===== config.mk =====
export PLATFORM = sky130hd
export DESIGN_NAME = mandelbrot_escape_pixel
export DESIGN_NICKNAME = d
export VERILOG_FILES = /design/src/hw/rtl/mep_pkg.sv /design/src/hw/rtl/mep_mul.sv /design/src/hw/rtl/mep_div.sv /design/src/hw/rtl/mep_core.sv /design/src/hw/rtl/mandelbrot_escape_pixel.sv
export SDC_FILE = /design/constraint.sdc
export NUM_CORES = 2
export LEC_CHECK = 0
export ABC_AREA = 1
export BUFFER_PORTS_ARGS = -buffer_cell sky130_fd_sc_hd__buf_2
export CAP_MARGIN = 20
export CORE_MARGIN = 2
export CORE_UTILIZATION = 31
export CTS_CLUSTER_DIAMETER = 30
export DETAILED_ROUTE_END_ITERATION = 8
export PLACE_DENSITY = 0.53
export REMOVE_ABC_BUFFERS = 1
export SYNTH_ARGS = -nofsm -noshare
export SYNTH_HDL_FRONTEND = slang
export SYNTH_SLANG_ARGS = --single-unit
export TNS_END_PERCENT = 1

===== constraint.sdc =====
create_clock -name clk -period 16 [get_ports clk]
set_input_delay 2.4 -clock clk [delete_from_list [all_inputs] [get_ports clk]]
set_output_delay 2.4 -clock clk [all_outputs]
set_load 0.005 [all_outputs]

===== src/hw/rtl/mep_pkg.sv =====
// package for the mandelbrot escape pixel block
// shared widths, constants, register codes, types and the saturation helper
// no dependencies
package mep_pkg;

	localparam int COORD_BITS = 32;
	localparam int FRAC_BITS  = 28;
	localparam int PIX_W      = 12;
	localparam int DIM_W      = 13;
	localparam int CNT_W      = 16;
	localparam int COLOR_W    = 16;
	localparam int CFG_DATA_W = 32;
	localparam int CFG_IDX_W  = 3;

	// shared multiplier: one guard bit so a span of two borders fits
	localparam int MUL_W  = COORD_BITS + 1;
	localparam int PROD_W = 2 * MUL_W;
	// square terms after the floor shift, cross term after the shift by one less
	localparam int SQ_W    = PROD_W - FRAC_BITS;
	localparam int CROSS_W = PROD_W - FRAC_BITS + 1;
	// working width ahead of saturation
	localparam int SAT_W = 48;

	// shared divider: mapping products are below 2^44 in magnitude
	localparam int DVD_W     = 44;
	localparam int DVS_W     = 16;
	localparam int DIV_CNT_W = $clog2(DVD_W + 1);

	localparam logic signed [SQ_W:0] ESCAPE_LIMIT = (SQ_W + 1)'(64'd4 << FRAC_BITS);
	localparam logic [COLOR_W-1:0] COLOR_FULL   = 16'hffff;
	localparam logic [COLOR_W-1:0] COLOR_NONE   = 16'h0000;
	localparam logic [COLOR_W-1:0] ALPHA_OPAQUE = 16'hffff;

	localparam logic [DIM_W-1:0]      RST_IMAGE_WIDTH  = 13'd800;
	localparam logic [DIM_W-1:0]      RST_IMAGE_HEIGHT = 13'd650;
	localparam logic [CNT_W-1:0]      RST_ITER_LIMIT   = 16'd100;
	localparam logic [CFG_DATA_W-1:0] RST_RE_MIN       = 32'hE000_0000;
	localparam logic [CFG_DATA_W-1:0] RST_RE_MAX       = 32'h1000_0000;
	localparam logic [CFG_DATA_W-1:0] RST_IM_MIN       = 32'hECCC_CCCD;
	localparam logic [CFG_DATA_W-1:0] RST_IM_MAX       = 32'h13CC_CCCD;

	typedef enum logic [CFG_IDX_W-1:0] {
		CFG_IMAGE_WIDTH  = 3'd0,
		CFG_IMAGE_HEIGHT = 3'd1,
		CFG_ITER_LIMIT   = 3'd2,
		CFG_RE_MIN       = 3'd3,
		CFG_RE_MAX       = 3'd4,
		CFG_IM_MIN       = 3'd5,
		CFG_IM_MAX       = 3'd6
	} cfg_idx_t;

	typedef struct packed {
		logic [DIM_W-1:0]      image_width;
		logic [DIM_W-1:0]      image_height;
		logic [CNT_W-1:0]      iter_limit;
		logic [CFG_DATA_W-1:0] re_min;
		logic [CFG_DATA_W-1:0] re_max;
		logic [CFG_DATA_W-1:0] im_min;
		logic [CFG_DATA_W-1:0] im_max;
	} cfg_t;

	typedef struct packed {
		logic [COLOR_W-1:0] red;
		logic [COLOR_W-1:0] green;
		logic [COLOR_W-1:0] blue;
		logic [CNT_W-1:0]   escape_count;
	} res_t;

	typedef enum logic [3:0] {
		ST_IDLE,
		ST_MULX,
		ST_DIVX,
		ST_WAITX,
		ST_MULY,
		ST_DIVY,
		ST_WAITY,
		ST_SQR_RE,
		ST_SQR_IM,
		ST_CROSS,
		ST_UPDATE,
		ST_COLOR,
		ST_COL_WAIT,
		ST_DONE
	} state_t;

	// clamp to the signed coordinate range
	function automatic logic signed [COORD_BITS-1:0] sat_coord(
		input logic signed [SAT_W-1:0] v
	);
		logic signed [SAT_W-1:0] back;
		back = SAT_W'($signed(v[COORD_BITS-1:0]));
		if (back == v) begin
			sat_coord = $signed(v[COORD_BITS-1:0]);
		end else if (v[SAT_W-1]) begin
			sat_coord = $signed({1'b1, {(COORD_BITS - 1){1'b0}}});
		end else begin
			sat_coord = $signed({1'b0, {(COORD_BITS - 1){1'b1}}});
		end
	endfunction

	// divisor for the coordinate mapping, never zero
	function automatic logic [DVS_W-1:0] map_divisor(input logic [DIM_W-1:0] dim);
		if (dim < DIM_W'(2)) begin
			map_divisor = DVS_W'(1);
		end else begin
			map_divisor = DVS_W'(dim - DIM_W'(1));
		end
	endfunction

endpackage


===== src/hw/rtl/mep_mul.sv =====
// shared signed multiplier with registered product
// depends on mep_pkg
module mep_mul
	import mep_pkg::*;
(
	input  logic                     clk,
	input  logic signed [MUL_W-1:0]  a,
	input  logic signed [MUL_W-1:0]  b,
	output logic signed [PROD_W-1:0] p
);

	logic signed [PROD_W-1:0] p_q;

	always_ff @(posedge clk) begin
		p_q <= PROD_W'(a) * PROD_W'(b);
	end

	assign p = p_q;

endmodule


===== src/hw/rtl/mep_div.sv =====
// shared unsigned restoring divider, one quotient bit per cycle
// depends on mep_pkg
module mep_div
	import mep_pkg::*;
(
	input  logic             clk,
	input  logic             arst_n,
	input  logic             start,
	input  logic [DVD_W-1:0] dividend,
	input  logic [DVS_W-1:0] divisor,
	output logic             done,
	output logic [DVD_W-1:0] quotient
);

	logic                 busy_q;
	logic                 done_q;
	logic [DIV_CNT_W-1:0] cnt_q;
	logic [DVD_W-1:0]     quo_q;
	logic [DVS_W-1:0]     rem_q;
	logic [DVS_W-1:0]     dvs_q;

	logic [DVS_W:0]   trial;
	logic [DVS_W:0]   diff;
	logic             ge;
	logic [DVS_W-1:0] rem_next;

	always_comb begin
		trial    = {rem_q, quo_q[DVD_W-1]};
		diff     = trial - {1'b0, dvs_q};
		ge       = trial >= {1'b0, dvs_q};
		rem_next = ge ? diff[DVS_W-1:0] : trial[DVS_W-1:0];
	end

	always_ff @(posedge clk or negedge arst_n) begin
		if (!arst_n) begin
			busy_q <= 1'b0;
			done_q <= 1'b0;
			cnt_q  <= '0;
		end else begin
			done_q <= 1'b0;
			if (start) begin
				busy_q <= 1'b1;
				cnt_q  <= DIV_CNT_W'(DVD_W);
			end else if (busy_q) begin
				cnt_q <= cnt_q - DIV_CNT_W'(1);
				if (cnt_q == DIV_CNT_W'(1)) begin
					busy_q <= 1'b0;
					done_q <= 1'b1;
				end
			end
		end
	end

	always_ff @(posedge clk) begin
		if (start) begin
			quo_q <= dividend;
			rem_q <= '0;
			dvs_q <= divisor;
		end else if (busy_q) begin
			quo_q <= {quo_q[DVD_W-2:0], ge};
			rem_q <= rem_next;
		end
	end

	assign done     = done_q;
	assign quotient = quo_q;

endmodule


===== src/hw/rtl/mep_core.sv =====
// sequencer and datapath: coordinate mapping, escape iteration, colour
// depends on mep_pkg, mep_mul, mep_div
module mep_core
	import mep_pkg::*;
(
	input  logic             clk,
	input  logic             arst_n,
	input  logic             start,
	input  logic [PIX_W-1:0] px,
	input  logic [PIX_W-1:0] py,
	input  cfg_t             cfg,
	output logic             idle,
	output logic             res_valid,
	input  logic             res_ready,
	output res_t             res
);

	state_t state_q, state_d;

	logic signed [MUL_W-1:0]  mul_a, mul_b;
	logic signed [PROD_W-1:0] prod;
	logic                     div_start;
	logic [DVD_W-1:0]         div_dividend;
	logic [DVS_W-1:0]         div_divisor;
	logic                     div_done;
	logic [DVD_W-1:0]         div_quot;

	logic [PIX_W-1:0]             px_q, py_q;
	logic                         neg_q;
	logic signed [COORD_BITS-1:0] cr_q, ci_q, zr_q, zi_q;
	logic signed [SQ_W-1:0]       zr2_q, zi2_q;
	logic [CNT_W-1:0]             cnt_q;
	logic [COLOR_W-1:0]           red_q, green_q, blue_q;

	logic signed [MUL_W-1:0]   span_x, span_y;
	logic signed [DVD_W:0]     map_prod;
	logic [DVD_W:0]            map_abs;
	logic signed [DVD_W:0]     map_q;
	logic signed [SQ_W-1:0]    sq_now;
	logic signed [SQ_W:0]      mag_sum;
	logic                      escaped;
	logic signed [CROSS_W-1:0] cross_now;
	logic                      at_limit;
	logic [2*CNT_W-1:0]        col_dividend;
	logic [COLOR_W-1:0]        col;

	mep_mul u_mul (
		.clk (clk),
		.a   (mul_a),
		.b   (mul_b),
		.p   (prod)
	);

	mep_div u_div (
		.clk      (clk),
		.arst_n   (arst_n),
		.start    (div_start),
		.dividend (div_dividend),
		.divisor  (div_divisor),
		.done     (div_done),
		.quotient (div_quot)
	);

	always_comb begin
		span_x       = MUL_W'($signed(cfg.re_max)) - MUL_W'($signed(cfg.re_min));
		span_y       = MUL_W'($signed(cfg.im_max)) - MUL_W'($signed(cfg.im_min));
		map_prod     = $signed(prod[DVD_W:0]);
		map_abs      = map_prod[DVD_W] ? (DVD_W + 1)'(-map_prod) : map_prod;
		map_q        = neg_q ? -$signed({1'b0, div_quot}) : $signed({1'b0, div_quot});
		sq_now       = $signed(prod[PROD_W-1:FRAC_BITS]);
		mag_sum      = (SQ_W + 1)'(zr2_q) + (SQ_W + 1)'(sq_now);
		escaped      = mag_sum > ESCAPE_LIMIT;
		cross_now    = $signed(prod[PROD_W-1:FRAC_BITS-1]);
		at_limit     = cnt_q == cfg.iter_limit;
		col_dividend = {cnt_q, {CNT_W{1'b0}}} - (2 * CNT_W)'(cnt_q);
		col          = div_quot[COLOR_W-1:0];
	end

	always_ff @(posedge clk or negedge arst_n) begin
		if (!arst_n) begin
			state_q <= ST_IDLE;
		end else begin
			state_q <= state_d;
		end
	end

	// next state, multiplier operands and divider requests
	always_comb begin
		state_d      = state_q;
		mul_a        = MUL_W'(zr_q);
		mul_b        = MUL_W'(zr_q);
		div_start    = 1'b0;
		div_dividend = map_abs[DVD_W-1:0];
		div_divisor  = map_divisor(cfg.image_width);
		idle         = 1'b0;
		res_valid    = 1'b0;
		case (state_q)
			ST_IDLE: begin
				idle = 1'b1;
				if (start) begin
					state_d = ST_MULX;
				end
			end
			ST_MULX: begin
				mul_a   = span_x;
				mul_b   = $signed(MUL_W'(px_q));
				state_d = ST_DIVX;
			end
			ST_DIVX: begin
				div_start = 1'b1;
				state_d   = ST_WAITX;
			end
			ST_WAITX: begin
				if (div_done) begin
					state_d = ST_MULY;
				end
			end
			ST_MULY: begin
				mul_a   = span_y;
				mul_b   = $signed(MUL_W'(py_q));
				state_d = ST_DIVY;
			end
			ST_DIVY: begin
				div_start   = 1'b1;
				div_divisor = map_divisor(cfg.image_height);
				state_d     = ST_WAITY;
			end
			ST_WAITY: begin
				if (div_done) begin
					state_d = ST_SQR_RE;
				end
			end
			ST_SQR_RE: begin
				state_d = at_limit ? ST_COLOR : ST_SQR_IM;
			end
			ST_SQR_IM: begin
				mul_a   = MUL_W'(zi_q);
				mul_b   = MUL_W'(zi_q);
				state_d = ST_CROSS;
			end
			ST_CROSS: begin
				mul_a   = MUL_W'(zr_q);
				mul_b   = MUL_W'(zi_q);
				state_d = escaped ? ST_COLOR : ST_UPDATE;
			end
			ST_UPDATE: begin
				state_d = ST_SQR_RE;
			end
			ST_COLOR: begin
				div_dividend = DVD_W'(col_dividend);
				div_divisor  = DVS_W'(cfg.iter_limit);
				if (at_limit) begin
					state_d = ST_DONE;
				end else begin
					div_start = 1'b1;
					state_d   = ST_COL_WAIT;
				end
			end
			ST_COL_WAIT: begin
				if (div_done) begin
					state_d = ST_DONE;
				end
			end
			ST_DONE: begin
				res_valid = 1'b1;
				if (res_ready) begin
					state_d = ST_IDLE;
				end
			end
			default: begin
				state_d = ST_IDLE;
			end
		endcase
	end

	// datapath registers, loaded by state
	always_ff @(posedge clk) begin
		case (state_q)
			ST_IDLE: begin
				if (start) begin
					px_q <= px;
					py_q <= py;
				end
			end
			ST_DIVX, ST_DIVY: begin
				neg_q <= map_prod[DVD_W];
			end
			ST_WAITX: begin
				if (div_done) begin
					cr_q <= sat_coord(SAT_W'($signed(cfg.re_min)) + SAT_W'(map_q));
				end
			end
			ST_WAITY: begin
				if (div_done) begin
					ci_q  <= sat_coord(SAT_W'($signed(cfg.im_max)) - SAT_W'(map_q));
					zr_q  <= cr_q;
					zi_q  <= sat_coord(SAT_W'($signed(cfg.im_max)) - SAT_W'(map_q));
					cnt_q <= '0;
				end
			end
			ST_SQR_IM: begin
				zr2_q <= sq_now;
			end
			ST_CROSS: begin
				zi2_q <= sq_now;
			end
			ST_UPDATE: begin
				zi_q  <= sat_coord(SAT_W'(cross_now) + SAT_W'(ci_q));
				zr_q  <= sat_coord(SAT_W'(zr2_q) - SAT_W'(zi2_q) + SAT_W'(cr_q));
				cnt_q <= cnt_q + CNT_W'(1);
			end
			ST_COLOR: begin
				if (at_limit) begin
					red_q   <= COLOR_NONE;
					green_q <= COLOR_NONE;
					blue_q  <= COLOR_NONE;
				end
			end
			ST_COL_WAIT: begin
				if (div_done) begin
					if (cnt_q > (cfg.iter_limit >> 1)) begin
						red_q   <= col;
						green_q <= COLOR_FULL;
						blue_q  <= COLOR_FULL;
					end else begin
						red_q   <= COLOR_NONE;
						green_q <= col;
						blue_q  <= col;
					end
				end
			end
			default: begin
			end
		endcase
	end

	assign res.red          = red_q;
	assign res.green        = green_q;
	assign res.blue         = blue_q;
	assign res.escape_count = cnt_q;

endmodule


===== src/hw/rtl/mandelbrot_escape_pixel.sv =====
// mapping: per axis a multiply, then one 44-step pass of the shared divider and its wait
// state; each iteration then runs the real square, imaginary square, cross and update states
// on one shared multiplier; then color: a pixel that escapes gets a color division, one
// that never escapes skips it
// throughput: one item at a time, next item taken the cycle after the result moves to
// the output register; reset clears control state and loads defaults; needs mep_core
module mandelbrot_escape_pixel
	import mep_pkg::*;
(
	input  logic                  clk,
	input  logic                  arst_n,
	// input item stream
	input  logic                  s_tvalid,
	output logic                  s_tready,
	input  logic [23:0]           s_tdata,   // pixel_x [11:0], pixel_y [23:12]
	// result item stream
	output logic                  m_tvalid,
	input  logic                  m_tready,
	output logic [79:0]           m_tdata,   // red, green, blue, alpha, escape_count
	// configuration write port
	input  logic                  cfg_wr_en,
	input  logic [CFG_IDX_W-1:0]  cfg_index,
	input  logic [CFG_DATA_W-1:0] cfg_data
);

	cfg_t cfg_q;
	logic core_idle;
	logic core_res_valid;
	logic core_res_ready;
	res_t core_res;
	res_t out_q;
	logic out_valid_q;
	logic in_accept;

	// configuration registers; unknown indexes are dropped
	always_ff @(posedge clk or negedge arst_n) begin
		if (!arst_n) begin
			cfg_q.image_width  <= RST_IMAGE_WIDTH;
			cfg_q.image_height <= RST_IMAGE_HEIGHT;
			cfg_q.iter_limit   <= RST_ITER_LIMIT;
			cfg_q.re_min       <= RST_RE_MIN;
			cfg_q.re_max       <= RST_RE_MAX;
			cfg_q.im_min       <= RST_IM_MIN;
			cfg_q.im_max       <= RST_IM_MAX;
		end else if (cfg_wr_en) begin
			case (cfg_index)
				CFG_IMAGE_WIDTH:  cfg_q.image_width  <= cfg_data[DIM_W-1:0];
				CFG_IMAGE_HEIGHT: cfg_q.image_height <= cfg_data[DIM_W-1:0];
				CFG_ITER_LIMIT:   cfg_q.iter_limit   <= cfg_data[CNT_W-1:0];
				CFG_RE_MIN:       cfg_q.re_min       <= cfg_data;
				CFG_RE_MAX:       cfg_q.re_max       <= cfg_data;
				CFG_IM_MIN:       cfg_q.im_min       <= cfg_data;
				CFG_IM_MAX:       cfg_q.im_max       <= cfg_data;
				default: begin
				end
			endcase
		end
	end

	// input side: the sequencer takes a new item whenever it is idle
	assign s_tready  = core_idle;
	assign in_accept = s_tvalid && core_idle;

	mep_core u_core (
		.clk       (clk),
		.arst_n    (arst_n),
		.start     (in_accept),
		.px        (s_tdata[PIX_W-1:0]),
		.py        (s_tdata[2*PIX_W-1:PIX_W]),
		.cfg       (cfg_q),
		.idle      (core_idle),
		.res_valid (core_res_valid),
		.res_ready (core_res_ready),
		.res       (core_res)
	);

	// output register parts the sequencer from the result stream
	assign core_res_ready = !out_valid_q || m_tready;

	always_ff @(posedge clk or negedge arst_n) begin
		if (!arst_n) begin
			out_valid_q <= 1'b0;
		end else if (core_res_valid && core_res_ready) begin
			out_valid_q <= 1'b1;
		end else if (m_tready) begin
			out_valid_q <= 1'b0;
		end
	end

	always_ff @(posedge clk) begin
		if (core_res_valid && core_res_ready) begin
			out_q <= core_res;
		end
	end

	assign m_tvalid = out_valid_q;
	assign m_tdata  = {out_q.escape_count, ALPHA_OPAQUE, out_q.blue, out_q.green, out_q.red};

endmodule


---- After elaboration in Yosys (flattened, before gate mapping) ----
Cells that the tools add are included.
word-level totals
  bits in registers ....................... 650
  bits in latches ......................... 0
  bits in writable memories ............... 0
  memory bits (read-only) ................. 0
  bits of input ports ..................... 64
  memories kept ........................... 0
cells by class
  add/sub/neg operators ................... 16
  $mul .................................... 1
  divide/modulo/power cells ............... 0
  order comparisons ....................... 5
  equal/unequal tests ..................... 31
  shift operators ......................... 0
  multiplexer cells ....................... 55
  bitwise operators ....................... 0
  reduce and logical (&&, ||, !) cells .... 25
operators with widths
  cell                     count
  $mux W32                 10
  $pmux W33 S3             2
  $mux W44                 4
  $mux W16                 9
  $pmux W16 S2             4
  $pmux W32 S2             2
  $add A39 B32 Y40         2
  $mul A33 B33 Y66         1
  $sub A32 B32 Y33         2
  $pmux W4 S14             1
  $add A32 B45 Y46         1
  $sub A32 B45 Y46         1
  $mux W45                 1
  $neg A44 Y45             1
  $neg A44 Y44             1
  $add A38 B38 Y39         1
  $gt A39 B32 Y1 const B   1
  $sub A38 B38 Y39         1
  $sub A32 B16 Y32         1
  $eq A1 B14 Y1            2
  $sub A13 B1 Y14 const B  2
  $lt A13 B2 Y1 const B    2
  $eq A4 B4 Y1 const B     6
  $reduce_and A2 Y1        11
  other kinds (31)         64

---- Logic depth before layout (Yosys ltp) ----
  depth in word-level cells ............... 7
  gate-level depth with buffers ........... 48
  mapped depth without buffers ............ 47

---- Modules after synthesis ----
A second synthesis with hierarchy kept.
unflattened totals
  cell total of the unflattened synthesis .. 13133
  area total of the unflattened synthesis .. 94737.1 um2
by module, submodules not included
  module                   instances  cells an instance  area each (um2)  sequential area each (um2)
  mep_mul                  1          5517               43055.0          1321.3
  mep_core                 1          6214               38301.7          8418.1
  mandelbrot_escape_pixel  1          832                8699.6           6261.0
  mep_div                  1          570                4680.7           2322.2

---- Least setup slack after synthesis ----
OpenSTA, ideal clock, no wires.
  path type ............................... register -> register
  from .................................... reg u_core.state_q[1]
  to ...................................... reg u_core.u_mul.p_q[62], in the netlist u_core.u_mul.p[62]
  library setup time ...................... 0.072 ns
  arrival time ............................ 9.875 ns
  required time ........................... 15.928 ns
  slack ................................... 6.054 ns
  cell stages (with the launch flop) ...... 34
  buffers on the path ..................... 2
  cell sequence ........................... dfrtp_1 -> nor2_1 -> inv_2 -> nor2_2 -> nor2_4 -> inv_2 -> buf_4 -> nor2_1 -> nor2_1 -> clkbuf_1 -> nand3_1 -> fa_1 -> inv_1 -> fa_1 -> fa_1 -> inv_1 -> fa_1 -> inv_1 -> fa_1 -> fa_1 -> fa_1 -> inv_1 -> fa_1 -> inv_1 -> ha_1 -> nand2_1 -> nor2_1 -> inv_1 -> nor4_1 -> nand3_1 -> nand2_1 -> nand3_1 -> nand2_1 -> xor2_1
on the way
  word-level cells in the longest chain between the ends .. 4
  elaborated cells on any way between the ends .. 8
  classes of those cells .................. mul: 1; eq/ne: 4; mux: 2; reduce/logical: 1
ends and longest elaborated chain
  element                     RTL line        source
  start, declared             mep_core.sv:18  state_t state_q, state_d;
  start signal, assigned      mep_core.sv:83  state_q <= state_d;
  $eq A4 B4 Y1                mep_core.sv:97  case (state_q)
  $reduce_or A2 Y1 (no line)  n/a
  $pmux W33 S3                mep_core.sv:97
  $mul A33 B33 Y66 (*)        mep_mul.sv:15   p_q <= PROD_W'(a) * PROD_W'(b);
  end signal, assigned        mep_mul.sv:15
  end, declared               mep_mul.sv:12   logic signed [PROD_W-1:0] p_q;
Mark *: on every way between the ends. The rest lies on a longest branch, timed or not.
A chain may end at the register's enable or synchronous reset.

---- Final worst setup path ----
  from .................................... reg u_core.state_q[0]
  to ...................................... reg u_core.u_mul.p_q[62], in the netlist u_core.u_mul.p[62]
The elaborated chain is that of the path after synthesis.

==> results by group <==
Placement
  – Port bufs: approximately 130
  – Final HPWL DP: around 310 mm
  – Placed insts: 15760
  – Dpl cell area: 95440 sq um
  – GPL Wtd Cong: 0.9959

Yosys
  – Post-synth EDFFs: slightly below 400
  – Fraction of registers with async set/reset: 0.2815
  – Gate Count Post-Synth: ~12000
  – Sequential share of the synthesized area: 0.1974
  – YS warnings: 0
  – Cell Area, Synth: 90390 sq um
  – Primary FF master, synth: edfxtp_1
  – Seq cells post-synth: between 600 and 700
  – Synth unique cells: 73
  – Syn_area_per_cell: about 7.6 sq um

Power
  – Pwr dens: around 72 nW/um^2
  – Peak VDD IR: ~120 uV
  – Static leakage: around 51 nW

Critical path
  – Critical path's slowest cell: fa_1
  – Critical path startpoint: u_core.state_q[0]
  – RR Endpoint: u_core.u_mul.p[62]
  – Most used cell, CP: fa_1
  – Worst Path Required: 16.72 ns
  – Crit path max fanout: 39
  – WP data arrival: about 12 ns
  – CP peak stage delay: just over 0.9 ns
  – R2r worst-path depth: 36
  – Endpoint type of the worst setup path: flip-flop
  – Setup crit end: u_core.u_mul.p[62]
  – Reg2Reg Setup Slack: roughly 4.3 ns
  – Critical path type: flip-flop to flip-flop
  – Kind of start point of the critical path: flip-flop
  – R2R Path Start: u_core.state_q[0]

Finish
  – Final std cells w/o fill: roughly 16000
  – Share of layout cells above drive strength 1: 0.06849
  – P&R area growth vs syn: 12.74%
  – Design Area, Final: between 100000 and 150000 sq um
  – Layout Nets: about 14000

Die
  – Core area: roughly 290000 sq um
  – DIE AREA: around 300000 sq um
  – Ports: 146
  – Die H: between 500 and 600 um
  – Rows: just under 200
  – DIE WIDTH: between 500 and 600 um
  – Starting density of the core: 0.3111

Route
  – DRC Markers: 0
  – Initial drt markers: 7322
  – Vias per Instance: 4.994
  – Top layer in use: met5
  – Met1 Routed Length: 159.4 mm
  – Drt pass-1 iters: 7
  – DR vias: around 80000
  – Routed wl met3: approximately 33 mm
  – Drt wl/cell: 23.55 um
  – Met2 WL post-DR: roughly 170 mm
  – Routed wire length: 379.1 mm
  – Post-DRT Antenna Nets: 0

Global route
  – Initial antenna violation count: 28
  – Vias in the first global route: approximately 81000
  – Total gr overflow: 0
  – First-pass GRT wire length: 550.0 mm
  – GRT Total Usage: 0.2553
  – Largest net degree at the start of global routing: 76

STA
  – Unrepaired setup endpoints after global routing: false
  – Fmax: approximately 0.085 GHz
  – Worst Clk Skew: 0.06130 ns
  – Final setup viols: 0
  – Fin Setup TNS: 0 ns
  – Min Tclk post-route: roughly 12 ns
  – Max-slew violations: 0
  – Rel. slew slack: 0.2490
  – Hold Violations, Final: 0
  – Worst-margin pin slew: between 1 and 1.5 ns
  – Final period util: 0.7326

Clocking
  – Post-CTS setup buffers: 0
  – Max Buffers Root-to-Sink: 3
  – CTS sink count: 650
  – Num CTS Buffers: around 180
  – Worst skew pair latency: around 0.83 ns
  – PostCTS Resize Cnt: 0
  – CTS tree: built
  – H-tree depth: 4
  – Root buf cell: clkbuf_16
  – Hold-fix buffers at CTS: 0
  – Clock-pin transition on the worst setup and hold timing paths: roughly 0.05 ns

Worst hold path
  – Type of the tightest min-delay check: flip-flop to flip-flop

Run
  – Max-cap check violation count: 0

Run status
  – Status: complete, no violations
worst min path at each step:
stage | cells past startpoint | slack [ns] | start | end
after floorplan | 0 | 0.40 | u_core.red_q[0] | m_tdata[0]
after global placement | 0 | 0.40 | u_core.green_q[15] | m_tdata[47]
after detailed placement | 0 | 0.40 | u_core.green_q[2] | m_tdata[34]
after CTS | 0 | 0.39 | u_core.green_q[1] | m_tdata[33]
after global routing | 0 | 0.40 | u_core.green_q[1] | m_tdata[33]
final | 0 | 0.41 | u_core.green_q[1] | m_tdata[33]
registers in the layout (all words and copies together), names as in the netlist, 4 cells and up:
register	flops
u_core.red_q	16
u_core.green_q	16
u_core.zr_q	32
u_core.ci_q	32
u_core.u_div.quotient	44
u_core.u_div.dvs_q	16
u_core.py_q	12
u_core.u_mul.p	66
u_core.u_div.cnt_q	6
u_core.cnt_q	16
u_core.px_q	12
u_core.u_div.rem_q	16
u_core.state_q	4
u_core.zr2_q	38
cfg_q	170
m_tdata	48
u_core.zi_q	32
u_core.cr_q	32
u_core.zi2_q	38
layer usage:
metal  global-route usage  up-vias
met1               0.3357    39220
met3              0.05157      746
met2               0.4013     3388
met5                    0        -
li1                     -    37010
met4               0.1197        8
worst max-delay path: cells and delay by family, from the launching register on:
kind | cells | cell delay (ns)
XOR/XNOR | 1 | 0.14
adder cells (fa/ha/maj) | 9 | 5.23
buffers and inverters | 12 | 3.20
flip-flops | 1 | 0.73
AND/OR/NAND/NOR | 14 | 2.25
cell families after synthesis:
group | Yosys count | share of synthesized area
adder cells (fa/ha/maj) | 1717 | 0.3365
AO/OA/AOI/OAI | 1368 | 0.08507
buffers and inverters | 2874 | 0.1237
XOR/XNOR | 310 | 0.03004
flip-flops | 650 | 0.1974
AND/OR/NAND/NOR | 5013 | 0.2273
other | 1 | 0.00004149
synth_stat cells (79+ instances only):
master,count,share of area
fa_1,1190,0.26
nand2_1,2830,0.12
xnor2_1,102,0.0099
ha_1,527,0.073
nand4_1,121,0.0084
inv_1,2472,0.10
clkbuf_1,206,0.0086
xor2_1,208,0.020
dfrtp_1,135,0.037
nor3_1,79,0.0044
a21oi_1,523,0.029
edfxtp_1,385,0.13
dfxtp_1,82,0.018
buf_2,87,0.0048
nand3_1,565,0.031
nor2_1,1230,0.051
o21ai_0,521,0.029
stage by stage:
step / setup WS, ns / hold WS [ns] / util / power (mW)
finish: 4.278 / 0.4065 / 0.3507 / 7.328
global route: 3.480 / 0.4006 / 0.3507 / 7.634
CTS: 4.280 / 0.3944 / 0.3504 / 7.341
detailed placement: 4.345 / 0.4045 / 0.3284 / 3.566
global placement: 4.375 / 0.4024 / 0.3284 / 3.577
floorplan: 3.810 / 0.4003 / - / 2.999
cell type report:
class                      count  area, sq um
sequential                   650        17840
antenna                        4        10.01
clock inverter               132         1779
fill                       31090       188700
multi-input combinational   8424        61600
clock buffer                 201         4621
tap                         3900         4880
timing repair buffer         267         1728
inverter                    2517         9448
power breakdown:
part,total [mW],leakage [nW],internal (mW),switching [mW]
sequential,2.00,6.36,1.89,0.104
clock,3.75,3.05,2.54,1.21
combinational,1.58,41.2,0.471,1.11
cell usage in the layout (no fill, tap or decap), drive strengths merged, types with 31 or more instances in the layout:
master and count:
dfstp 48, nor4 31, a21oi 528, xnor2 102, edfxtp 385, nor2 1248
nand2 2888, or2 35, clkinv 68, nor3 86, clkbuf 202, o22ai 40
nand4 121, xor2 208, buf 266, nand3 573, o21bai 52, dfrtp 135
dfxtp 82, ha 527, inv 2531, fa 1190, a31oi 48, o21ai 545
No activity file was read; power rests on OpenSTA's default activity.
